`src/rtl/core/vl2n_pkg.sv`:
```
// ----------------------------------------------------------------------------
// vl2n_pkg
// shared constants and types for the vector l2 normalize unit
// ----------------------------------------------------------------------------
`default_nettype none
package vl2n_pkg;
  localparam int VectorLen  = 64;
  localparam int StoreDepth = 64;
  localparam int AddrW      = $clog2(StoreDepth);
  localparam int CountW     = AddrW + 1;
  localparam int ElemW      = 16;
  localparam int SumW       = 48;
  localparam int RadW       = 64;
  localparam int RootW      = 32;
  localparam int DenW       = 33;
  localparam int ScaleW     = 25;
  localparam logic [DenW-1:0] EpsQ16 = DenW'(104858);

  typedef struct packed {
    logic start;
    logic [SumW-1:0] sum;
  } calc_req_t;

  typedef struct packed {
    logic done;
    logic [ScaleW-1:0] scale;
  } calc_rsp_t;
endpackage
`default_nettype wire

```
`src/rtl/core/vl2n_scale_calc.sv`:
```
// ----------------------------------------------------------------------------
// vl2n_scale_calc
// scale = floor(2^40 / (isqrt(sum << 16) + eps)), bit-serial root then divide
// ----------------------------------------------------------------------------
`default_nettype none
module vl2n_scale_calc (
  input  wire logic                clk,
  input  wire logic                rst,
  input  wire vl2n_pkg::calc_req_t req,
  output vl2n_pkg::calc_rsp_t      rsp
);
  typedef enum logic [1:0] {IDLE, ROOT, DIV} state_t;
  state_t state;
  logic [vl2n_pkg::RadW-1:0]  rad;
  logic [vl2n_pkg::RootW+1:0] rem;
  logic [vl2n_pkg::RootW-1:0] root;
  logic [5:0]                 cnt;
  logic [vl2n_pkg::DenW-1:0]  den;
  logic [vl2n_pkg::DenW:0]    drem;
  logic [40:0]                quo;
  logic [vl2n_pkg::RootW+1:0] trial, rem_sh;
  logic [vl2n_pkg::DenW:0]    drem_sh;
  logic                       done;

  always_comb begin
    rem_sh  = {rem[vl2n_pkg::RootW-1:0], rad[vl2n_pkg::RadW-1 -: 2]};
    trial   = {root, 2'b01};
    drem_sh = {drem[vl2n_pkg::DenW-1:0], quo[40]};
  end

  always_ff @(posedge clk) begin
    if (rst) begin
      state <= IDLE;
      done  <= 1'b0;
    end else begin
      done <= (state == DIV) && (cnt == 6'd0);
      unique case (state)
        IDLE: if (req.start) begin
          rad   <= {req.sum[vl2n_pkg::SumW-1:0], 16'b0};
          rem   <= '0;
          root  <= '0;
          cnt   <= 6'd31;
          state <= ROOT;
        end
        ROOT: begin
          rad <= rad << 2;
          if (rem_sh >= trial) begin
            rem  <= rem_sh - trial;
            root <= {root[vl2n_pkg::RootW-2:0], 1'b1};
          end else begin
            rem  <= rem_sh;
            root <= {root[vl2n_pkg::RootW-2:0], 1'b0};
          end
          if (cnt == 6'd0) begin
            state <= DIV;
            cnt   <= 6'd40;
            drem  <= '0;
            quo   <= {1'b1, 40'b0};
          end else begin
            cnt <= cnt - 6'd1;
          end
        end
        DIV: begin
          if (cnt == 6'd40) den <= {1'b0, root} + vl2n_pkg::EpsQ16;
          else begin
            // restoring long division, one quotient bit per cycle
            if (drem_sh >= {1'b0, den}) begin
              drem <= drem_sh - {1'b0, den};
              quo  <= {quo[39:0], 1'b1};
            end else begin
              drem <= drem_sh;
              quo  <= {quo[39:0], 1'b0};
            end
          end
          if (cnt == 6'd40) begin
            drem <= '0;
            cnt  <= 6'd41;
          end
          if (cnt != 6'd40) begin
            if (cnt == 6'd0) state <= IDLE;
            else if (cnt == 6'd41) cnt <= 6'd39;
            else cnt <= cnt - 6'd1;
          end
        end
        default: state <= IDLE;
      endcase
    end
  end

  // quotient shifted in during 41 steps; low 25 bits hold the scale
  assign rsp = '{done: done, scale: quo[vl2n_pkg::ScaleW-1:0]};
endmodule
`default_nettype wire

```
`src/rtl/core/vector_l2_normalize_unit.sv`:
```
// ----------------------------------------------------------------------------
// vector_l2_normalize_unit
// buffers a vector, accumulates squares, then emits each element times scale
// ----------------------------------------------------------------------------
// path: last element transfer, start request, 32 root steps, divide steps,
//   scale load, memory read, output register, then first result valid
// throughput: in, one element per cycle while in LOAD; out, each element is
//   read, then registered, before the next read; m_axis_tready low holds the
//   output; no new vector is taken until the last result is registered
// reset: rst clears control, sum and count; the element memory is not cleared
`default_nettype none
module vector_l2_normalize_unit (
  input  wire logic        clk,
  input  wire logic        rst,
  input  wire logic        s_axis_tvalid,
  output logic             s_axis_tready,
  input  wire logic [15:0] s_axis_tdata,   // [15:0] element
  output logic             m_axis_tvalid,
  input  wire logic        m_axis_tready,
  output logic [15:0]      m_axis_tdata,   // [15:0] scaled_element
  output logic             m_axis_tlast
);
  typedef enum logic [1:0] {LOAD, CALC, EMIT} state_t;
  state_t state;
  logic [vl2n_pkg::ElemW-1:0]  mem [vl2n_pkg::StoreDepth];
  logic [vl2n_pkg::ElemW-1:0]  rd_data;
  logic [vl2n_pkg::SumW-1:0]   sum;
  logic [vl2n_pkg::CountW-1:0] count, rd_idx;
  logic [vl2n_pkg::ScaleW-1:0] scale;
  logic                        rd_valid, rd_last, busy;
  logic [15:0]                 mag_in, mag_rd;
  logic [40:0]                 prod;
  logic [15:0]                 q;
  logic                        in_acc;
  logic                        out_load;
  vl2n_pkg::calc_req_t         req;
  vl2n_pkg::calc_rsp_t         rsp;

  vl2n_scale_calc u_calc (.clk(clk), .rst(rst), .req(req), .rsp(rsp));

  assign s_axis_tready = (state == LOAD);
  assign in_acc = s_axis_tvalid && s_axis_tready;
  assign mag_in = s_axis_tdata[15] ? 16'(-s_axis_tdata) : s_axis_tdata;
  assign mag_rd = rd_data[15] ? 16'(-rd_data) : rd_data;
  assign prod   = 41'(mag_rd) * 41'(scale);
  assign q      = prod[39:24];
  assign out_load = (state == EMIT) && rd_valid && (!m_axis_tvalid || m_axis_tready);

  always_ff @(posedge clk) begin
    if (in_acc) mem[count[vl2n_pkg::AddrW-1:0]] <= s_axis_tdata;
    if (busy && !rd_valid) rd_data <= mem[rd_idx[vl2n_pkg::AddrW-1:0]];
  end

  always_ff @(posedge clk) begin
    if (rst) begin
      state <= LOAD;
      sum <= '0;
      count <= '0;
      rd_valid <= 1'b0;
      busy <= 1'b0;
      m_axis_tvalid <= 1'b0;
      req.start <= 1'b0;
    end else begin
      req.start <= in_acc && (count == vl2n_pkg::CountW'(vl2n_pkg::VectorLen - 1));
      if (out_load) m_axis_tvalid <= 1'b1;
      else if (m_axis_tvalid && m_axis_tready) m_axis_tvalid <= 1'b0;
      unique case (state)
        LOAD: if (in_acc) begin
          if (count == vl2n_pkg::CountW'(vl2n_pkg::VectorLen - 1)) begin
            req.sum <= sum + vl2n_pkg::SumW'(32'(mag_in) * 32'(mag_in));
            state <= CALC;
          end else begin
            sum <= sum + vl2n_pkg::SumW'(32'(mag_in) * 32'(mag_in));
            count <= count + vl2n_pkg::CountW'(1);
          end
        end
        CALC: if (rsp.done) begin
          scale <= rsp.scale;
          rd_idx <= '0;
          busy <= 1'b1;
          rd_valid <= 1'b0;
          state <= EMIT;
        end
        EMIT: begin
          // read stage then output register, one element in flight
          if (busy && !rd_valid) begin
            rd_valid <= 1'b1;
            rd_last <= (rd_idx == vl2n_pkg::CountW'(vl2n_pkg::VectorLen - 1));
            rd_idx <= rd_idx + vl2n_pkg::CountW'(1);
          end else if (out_load) begin
            m_axis_tdata <= rd_data[15] ? 16'(-q) : q;
            m_axis_tlast <= rd_last;
            rd_valid <= 1'b0;
            if (rd_last) begin
              busy <= 1'b0;
              sum <= '0;
              count <= '0;
              state <= LOAD;
            end
          end
        end
        default: state <= LOAD;
      endcase
    end
  end
endmodule
`default_nettype wire
```
`config.mk`:
```
export PLATFORM = sky130hd
export DESIGN_NAME = vector_l2_normalize_unit
export DESIGN_NICKNAME = d
export VERILOG_FILES = /design/src/rtl/core/vl2n_pkg.sv /design/src/rtl/core/vl2n_scale_calc.sv /design/src/rtl/core/vector_l2_normalize_unit.sv
export SDC_FILE = /design/constraint.sdc
export NUM_CORES = 2
export LEC_CHECK = 0
export ABC_CLOCK_PERIOD_IN_PS = 9900
export BUFFER_PORTS_ARGS = -buffer_cell sky130_fd_sc_hd__buf_4
export CORE_MARGIN = 1
export CORE_UTILIZATION = 65
export DETAILED_ROUTE_END_ITERATION = 8
export GPL_TIMING_DRIVEN = 0
export PLACE_DENSITY = 0.81
export RECOVER_POWER = 25
export SLEW_MARGIN = 15
export SYNTH_ARGS = -nofsm -noshare
export SYNTH_HDL_FRONTEND = slang
export SYNTH_SLANG_ARGS = --single-unit
```
`constraint.sdc`:
```
create_clock -name clk -period 9.9 [get_ports clk]
set_clock_uncertainty 0.1 [all_clocks]
set_input_delay 0.495 -clock clk [delete_from_list [all_inputs] [get_ports clk]]
set_output_delay 0.495 -clock clk [all_outputs]
set_load 0.01 [all_outputs]
```
Yosys cells after proc, flatten, opt, wreduce, memory -nomap -nowiden

Memory sizes are Yosys's and may differ from the RTL's. A register that Yosys moved wholly into a read port is not among the register bits.
Index checks and enable logic that the tools add are counted.

Output and inout bits: 19
Memories: 1
Register bits after elaboration: 403
Bits in writable memories: 1024

Multipliers: 2
Add/subtract/negate cells: 10
Magnitude comparators: 2
Reduce and logical (&&, ||, !) cells: 34
Multiplexer cells: 66
Equality and inequality tests: 23
Bitwise gates (word level): 2

Memories:

| name | depth | width | read ports | clocked after memory_dff | write ports | line                           | RTL |
|---|---|---|---|---|---|---|---|
| mem  | 64    | 16    | 1          | 1                        | 1           | vector_l2_normalize_unit.sv:25 | `logic [vl2n_pkg::ElemW-1:0] mem [vl2n_pkg::StoreDepth];` |

Operator list:

| cell                   | number |
|---|---|
| $mux 48                | 5 |
| $pmux 32 s2            | 2 |
| $pmux 64 s2            | 1 |
| $mux 33                | 3 |
| $mux 32                | 3 |
| $pmux 48 s2            | 1 |
| $mux 41                | 2 |
| $pmux 41 s2            | 1 |
| $pmux 33 s2            | 1 |
| $mux 64                | 1 |
| $mux 7                 | 7 |
| $add 48x32->48         | 1 |
| $mux 16                | 3 |
| $neg 16->16            | 3 |
| $mul 16x25->40         | 1 |
| $mux 6                 | 6 |
| $ge 34x33->1           | 1 |
| $ge 34x34->1           | 1 |
| $add 32x17->33 const B | 1 |
| $sub 33x33->33         | 1 |
| $mul 16x16->32         | 1 |
| $sub 32x32->32         | 1 |
| $pmux 7 s2             | 2 |
| $reduce_and 3->1       | 7 |
| 26 further kinds       | 83 |

Logic depth before layout (Yosys ltp)

Word-level depth: 7
Gate-level depth with buffers: 35
Depth with buffers taken out: 32

By module

A second synthesis with hierarchy kept.

Cell total of the unflattened synthesis: 5811
Area total of the unflattened synthesis: 80512.2 µm²

By module, submodules not included:

| module                   | instances | sequential area each (µm²) | cells each | area each (µm²) |
|---|---|---|---|---|
| vector_l2_normalize_unit | 1         | 35393.9                    | 4521       | 66640.2 |
| vl2n_scale_calc          | 1         | 6816.5                     | 1290       | 13872.1 |

Worst setup path after synthesis

No wires, ideal clock.

Path type: register to register
Start point: register rd_data[1] (netlist bit) (read register of mem)
End point: register m_axis_tdata[14], data pin
Data arrival time: 8.442 ns
Clock period less this slack: 8.804 ns
Cell stages (with the launch flop): 31
Slack: 1.096 ns
Data required time: 9.537 ns
Cell sequence: edfxtp_1 or3_1 or4_1 or3_1 or3_1 nor4b_2 clkbuf_1 nand2_1 fa_1 inv_1 fa_1 inv_1 fa_1 fa_1 inv_1 fa_1 inv_1 fa_1 inv_1 ha_1 a21o_1 a21o_1 a221oi_1 o21ai_0 a32oi_2 nand2b_1 xnor2_2 nand4bb_4 or3_4 o41ai_2 xnor2_1

Longest elaborated chain between the ends: 5

RTL lines:

| element                | line                           | RTL |
|---|---|---|
| start: declaration     | vector_l2_normalize_unit.sv:26 | `logic [vl2n_pkg::ElemW-1:0] rd_data;` |
| $neg 16->16            | vector_l2_normalize_unit.sv:44 | `assign mag_rd = rd_data[15] ? 16'(-rd_data) : rd_data;` |
| $mux 16 *              | vector_l2_normalize_unit.sv:44 |  |
| $mul 16x25->40 *       | vector_l2_normalize_unit.sv:45 | `assign prod = 41'(mag_rd) * 41'(scale);` |
| $neg 16->16            | vector_l2_normalize_unit.sv:91 | `m_axis_tdata <= rd_data[15] ? 16'(-q) : q;` |
| $mux 16 *              | vector_l2_normalize_unit.sv:91 |  |
| end signal: assignment | vector_l2_normalize_unit.sv:91 |  |
| end: declaration       | vector_l2_normalize_unit.sv:20 | `output logic [15:0] m_axis_tdata,` |

Every way passes the cells marked *; elsewhere a longest branch is shown, timed or not.
A chain may end at the register's enable or synchronous reset.

Worst setup path after layout

Start point: input s_axis_tdata[0]
End point: register sum[44] (netlist bit)

Longest elaborated chain between the ends: 7

RTL lines:

| element                | line                           | RTL |
|---|---|---|
| start: declaration     | vector_l2_normalize_unit.sv:17 | `input wire logic [15:0] s_axis_tdata,` |
| $neg 16->16            | vector_l2_normalize_unit.sv:43 | `assign mag_in = s_axis_tdata[15] ? 16'(-s_axis_tdata) : s_axis_tdata;` |
| $mux 16 *              | vector_l2_normalize_unit.sv:43 |  |
| $mul 16x16->32 *       | vector_l2_normalize_unit.sv:73 | `sum <= sum + vl2n_pkg::SumW'(32'(mag_in) * 32'(mag_in));` |
| $add 48x32->48 *       | vector_l2_normalize_unit.sv:73 |  |
| $mux 48 *              | vector_l2_normalize_unit.sv:69 | `if (count == vl2n_pkg::CountW'(vl2n_pkg::VectorLen - 1)) begin` |
| $mux 48 *              | vector_l2_normalize_unit.sv:68 | `LOAD: if (in_acc) begin` |
| $pmux 48 s2 *          | vector_l2_normalize_unit.sv:67 | `unique case (state)` |
| end signal: assignment | vector_l2_normalize_unit.sv:73 |  |
| end: declaration       | vector_l2_normalize_unit.sv:27 | `logic [vl2n_pkg::SumW-1:0] sum;` |

Every way passes the cells marked *; elsewhere a longest branch is shown, timed or not. The select of a mux whose other input is x is not followed.

==> summary by stage <==
Layout
The synthesis-to-finish area growth is 10.4%. The top cell types in the final layout, fill and taps aside, are sky130_fd_sc_hd__edfxtp_1, sky130_fd_sc_hd__inv_1, sky130_fd_sc_hd__fa_1, sky130_fd_sc_hd__nand2_1, sky130_fd_sc_hd__mux4_2. The fraction of the core area covered by cells at the end of the flow is 0.728. The most common cell after layout, fill and taps aside is sky130_fd_sc_hd__edfxtp_1. Leaving out filler cells and counting taps, the final layout contains 7,626. The ratio of cells with drive above 1 in the final layout is 0.140. The total number of nets in the final design is approximately 6.7k.

Yosys
The synthesized design spends more area on one cell type than any other, namely sky130_fd_sc_hd__edfxtp_1. The Yosys warning count is 0. The most used flip-flop cell after synthesis is sky130_fd_sc_hd__edfxtp_1. In the synthesized netlist the async set-or-reset flop fraction comes to 0.

The area fraction of the dominant cell type after synthesis is 0.515. Each instance of the synthesized netlist takes up on average between 10 and 15 um2. The register bit total from synthesis is ~1.4k. The fraction of the yosys area taken by sequential cells is 0.531. The post-synthesis cell count is ~5.6k. Ranked by total cell area, the synthesized netlist is headed by sky130_fd_sc_hd__edfxtp_1, sky130_fd_sc_hd__fa_1, sky130_fd_sc_hd__mux4_2, sky130_fd_sc_hd__ha_1, sky130_fd_sc_hd__inv_1.

The synthesized netlist occupies a cell area of 79,500 um2. The post-synthesis cell type count is 94. Yosys mapped a number of flops with a built-in enable equal to 1,363.

Detailed routing
The remaining antenna violation count is 0. After detailed routing, the number of remaining DRC violations is 0. The number of search-and-repair iterations in the first detailed-routing pass is 7. Dividing the detail-routed via count by the number of cells gives approximately 6.5.

In the final routed layout, each cell accounts on average for ~28 um. The detailed-route wire length is roughly 210 mm. The total via count in the routed design is slightly below 50k. The first routing iteration left about 6.6k violations.

Global routing
The maximum number of pins on one net before global-route repair is between 70 and 80. The total routing resource utilization after global routing is 0.355. The via count of the first global-routing pass is 50.7k.

The number of antenna violations at the first check in global routing is 12. The global-route wire length before repair is ~320 mm. For this run the aggregate overflow at the end of global routing stands at 0.

Critical path
The delay of the slowest critical-path stage is roughly 700 ps. The worst-case register-to-register setup slack is 350 ps. The type of origin of the critical path is an input pin.

The critical path required time is 10,510 ps. The critical-path maximum fanout is 69. The worst setup path category is in2reg. The library cell contributing the largest single delay on the critical path is sky130_fd_sc_hd__xnor2_1. The arrival time of the worst setup path is around 10,000 ps. The kind of capture point of the worst setup path is a register.

CTS
The clock transition at the registers of the reported paths is around 60 ps. The number of hold buffers added after CTS was 0. The maximum buffer depth of the clock tree is 3. The H-tree depth reported by CTS is 4. The tree built by TritonCTS fans out to 1,427 sinks. The root buffer cell is sky130_fd_sc_hd__clkbuf_16. Counting the buffers created by CTS gives ~140.

TritonCTS built the clock tree. The insertion delay to the later sink of the worst-skew pair is ~800 ps.

Power
The net switching power of the design is around 7.4 mW. The share of total power dissipated in the clock network is 0.265. The register share of total power is 0.343.

After layout, the design draws a total of between 20 and 25 mW. The power share of the combinational group is 0.392. The worst supply voltage drop on vdd is ~0.00074 V. Of the total power, the share spent switching nets is 0.359. The internal cell power is approximately 13 mW. Summed over all cells, the static leakage comes to roughly 33 nW. The power density over the cells is approximately 240 nW/um2.

Place
Input and output buffers added on the ports amount to 38. Detailed placement finished with a half-perimeter wire length of roughly 140 mm. OpenSTA, run right after detailed placement, puts the worst setup slack at -563 ps.

After detailed placement, the design holds a cell count of between 7k and 8k. At the end of routability-driven placement, the weighted congestion stood at 0.987.

Timing
The worst relative slew slack is 0.167. Static timing analysis puts the maximum clock frequency at slightly above 100 MHz. The post-route worst setup slack is 213 ps. The clock period minus final worst setup slack is around 9700 ps. The number of setup violations in the final report is 0.

The hold violation total from the final report was 0. The number of max-slew violations in the final report was 0. The final clock period utilization by the worst path is 0.978. The measured slew at the worst slew-check pin is ~1200 ps.

Floorplan
39 I/O pins were placed. The die is ~350 um tall. The initial utilization of the core area, before any placement, comes to 0.659. The floorplan core area is 121,000 um2.

The die boundary width is between 300 and 400 um. After floorplanning, the core was divided into roughly 130 placement rows. The floorplan die area is between 100,000 and 150,000 um2.

Status
The run finished with clean final reports.

Worst hold path
The type of the tightest min-delay check is in2reg.

Flow run
The tool flagged a number of max-cap violations equal to 0.
## final timing paths
path	from	end	cells past startpoint
setup / recovery	s_axis_tdata[0]	sum[44]	31
hold / removal	s_axis_tvalid	req[48]	3
setup reg to reg	rd_data[1]	m_axis_tdata[14]	30
hold reg to reg	u_calc.quo[2]	scale[2]	0
## what timing repair did
action / in CTS / in global routing
buffers inserted: 2 / 4
pin swaps: 1 / 3
endpoints found under the setup margin: 13 / 36
resized for setup: 10 / 69
cloned: 0 / 0
## cell type report
class	instances	area, um2
sequential	1427	42200
clock buffer	174	3760
tap	1612	2020
timing repair buffer	102	1190
multi-input combinational	3195	33800
inverter	799	3000
fill	6915	32800
clock inverter	85	856
buffer	226	916
antenna	6	15.0
## cell families (layout without fill, tap and decap cells)
logic type / Yosys count / count (layout) / synth area share
simple gates: 1245 / 1245 / 0.0728
xor+xnor: 193 / 193 / 0.0214
fa+ha+maj: 804 / 804 / 0.175
compound gates: 506 / 506 / 0.0426
buf+inv: 1026 / 1386 / 0.0486
other cells: 2 / 18 / 0.0000945
flops: 1427 / 1427 / 0.531
mux: 435 / 435 / 0.108
## synthesized netlist by cell type (all sizes together), types with 8 or more instances
cell	count
nor3	37
or3	18
xnor2	130
and3	24
inv	794
o21bai	10
nand4	15
o211ai	8
nor3b	15
nand3	56
a22oi	23
o41ai	8
ha	290
o31ai	14
a211oi	26
mux2i	52
and2	185
buf	33
o21a	13
nor2b	24
edfxtp	1363
mux4	336
nand2b	23
a22o	10
mux2	47
nand2	464
a21o	77
clkbuf	194
dfxtp	64
nor2	339
o21ai	102
xor2	63
a31oi	28
a21oi	121
or2	10
fa	514
## critical path: cells and delay by family
kind | cells | cell delay (ps)
XOR/XNOR | 1 | 700
AND/OR/NAND/NOR | 10 | 2460
adder cells (fa/ha/maj) | 8 | 3590
buffers and inverters | 8 | 1890
AO/OA/AOI/OAI | 4 | 1020
## sequential cells by signal, indices dropped and copies added, names as in the netlist, 6 cells and up
| signal | flops |
|---|---|
| rd_data | 16 |
| u_calc.rem | 32 |
| count | 7 |
| m_axis_tdata | 16 |
| sum | 48 |
| scale | 25 |
| u_calc.cnt | 6 |
| u_calc.root | 32 |
| u_calc.den | 33 |
| u_calc.rad | 48 |
| req | 49 |
| u_calc.drem | 33 |
| u_calc.quo | 41 |
| mem | 1024 |
| rd_idx | 7 |
## metal layers
metal | up-vias | share of wire | global-route usage
li1 | 20400 | - | -
met2 | 3552 | 0.48 | 0.565
met3 | 857 | 0.11 | 0.0794
met1 | 24700 | 0.35 | 0.451
met5 | - | 0.00021 | 0
met4 | 6 | 0.068 | 0.215
## power by group through the flow
stage / clock network [mW] / logic [mW] / registers (mW)
2_1_floorplan: 0 / 6.03 / 7.19
5_1_grt: 5.68 / 9.08 / 7.08
3_3_place_gp: 0 / 7.56 / 7.20
6_report: 5.47 / 8.10 / 7.08
4_1_cts: 5.48 / 7.98 / 7.08
3_5_place_dp: 0 / 7.85 / 7.20
## through the flow
stage          area, um2  setup TNS (ps)  hold WS (ps)
2_1_floorplan      79500               0           318
3_3_place_gp       81800           -4850           328
3_5_place_dp       82900          -11270           328
4_1_cts            87500           -41.0          56.4
5_1_grt            87800           -31.4           102
6_report           87800               0          91.4
(Power assumes the default switching activity.)
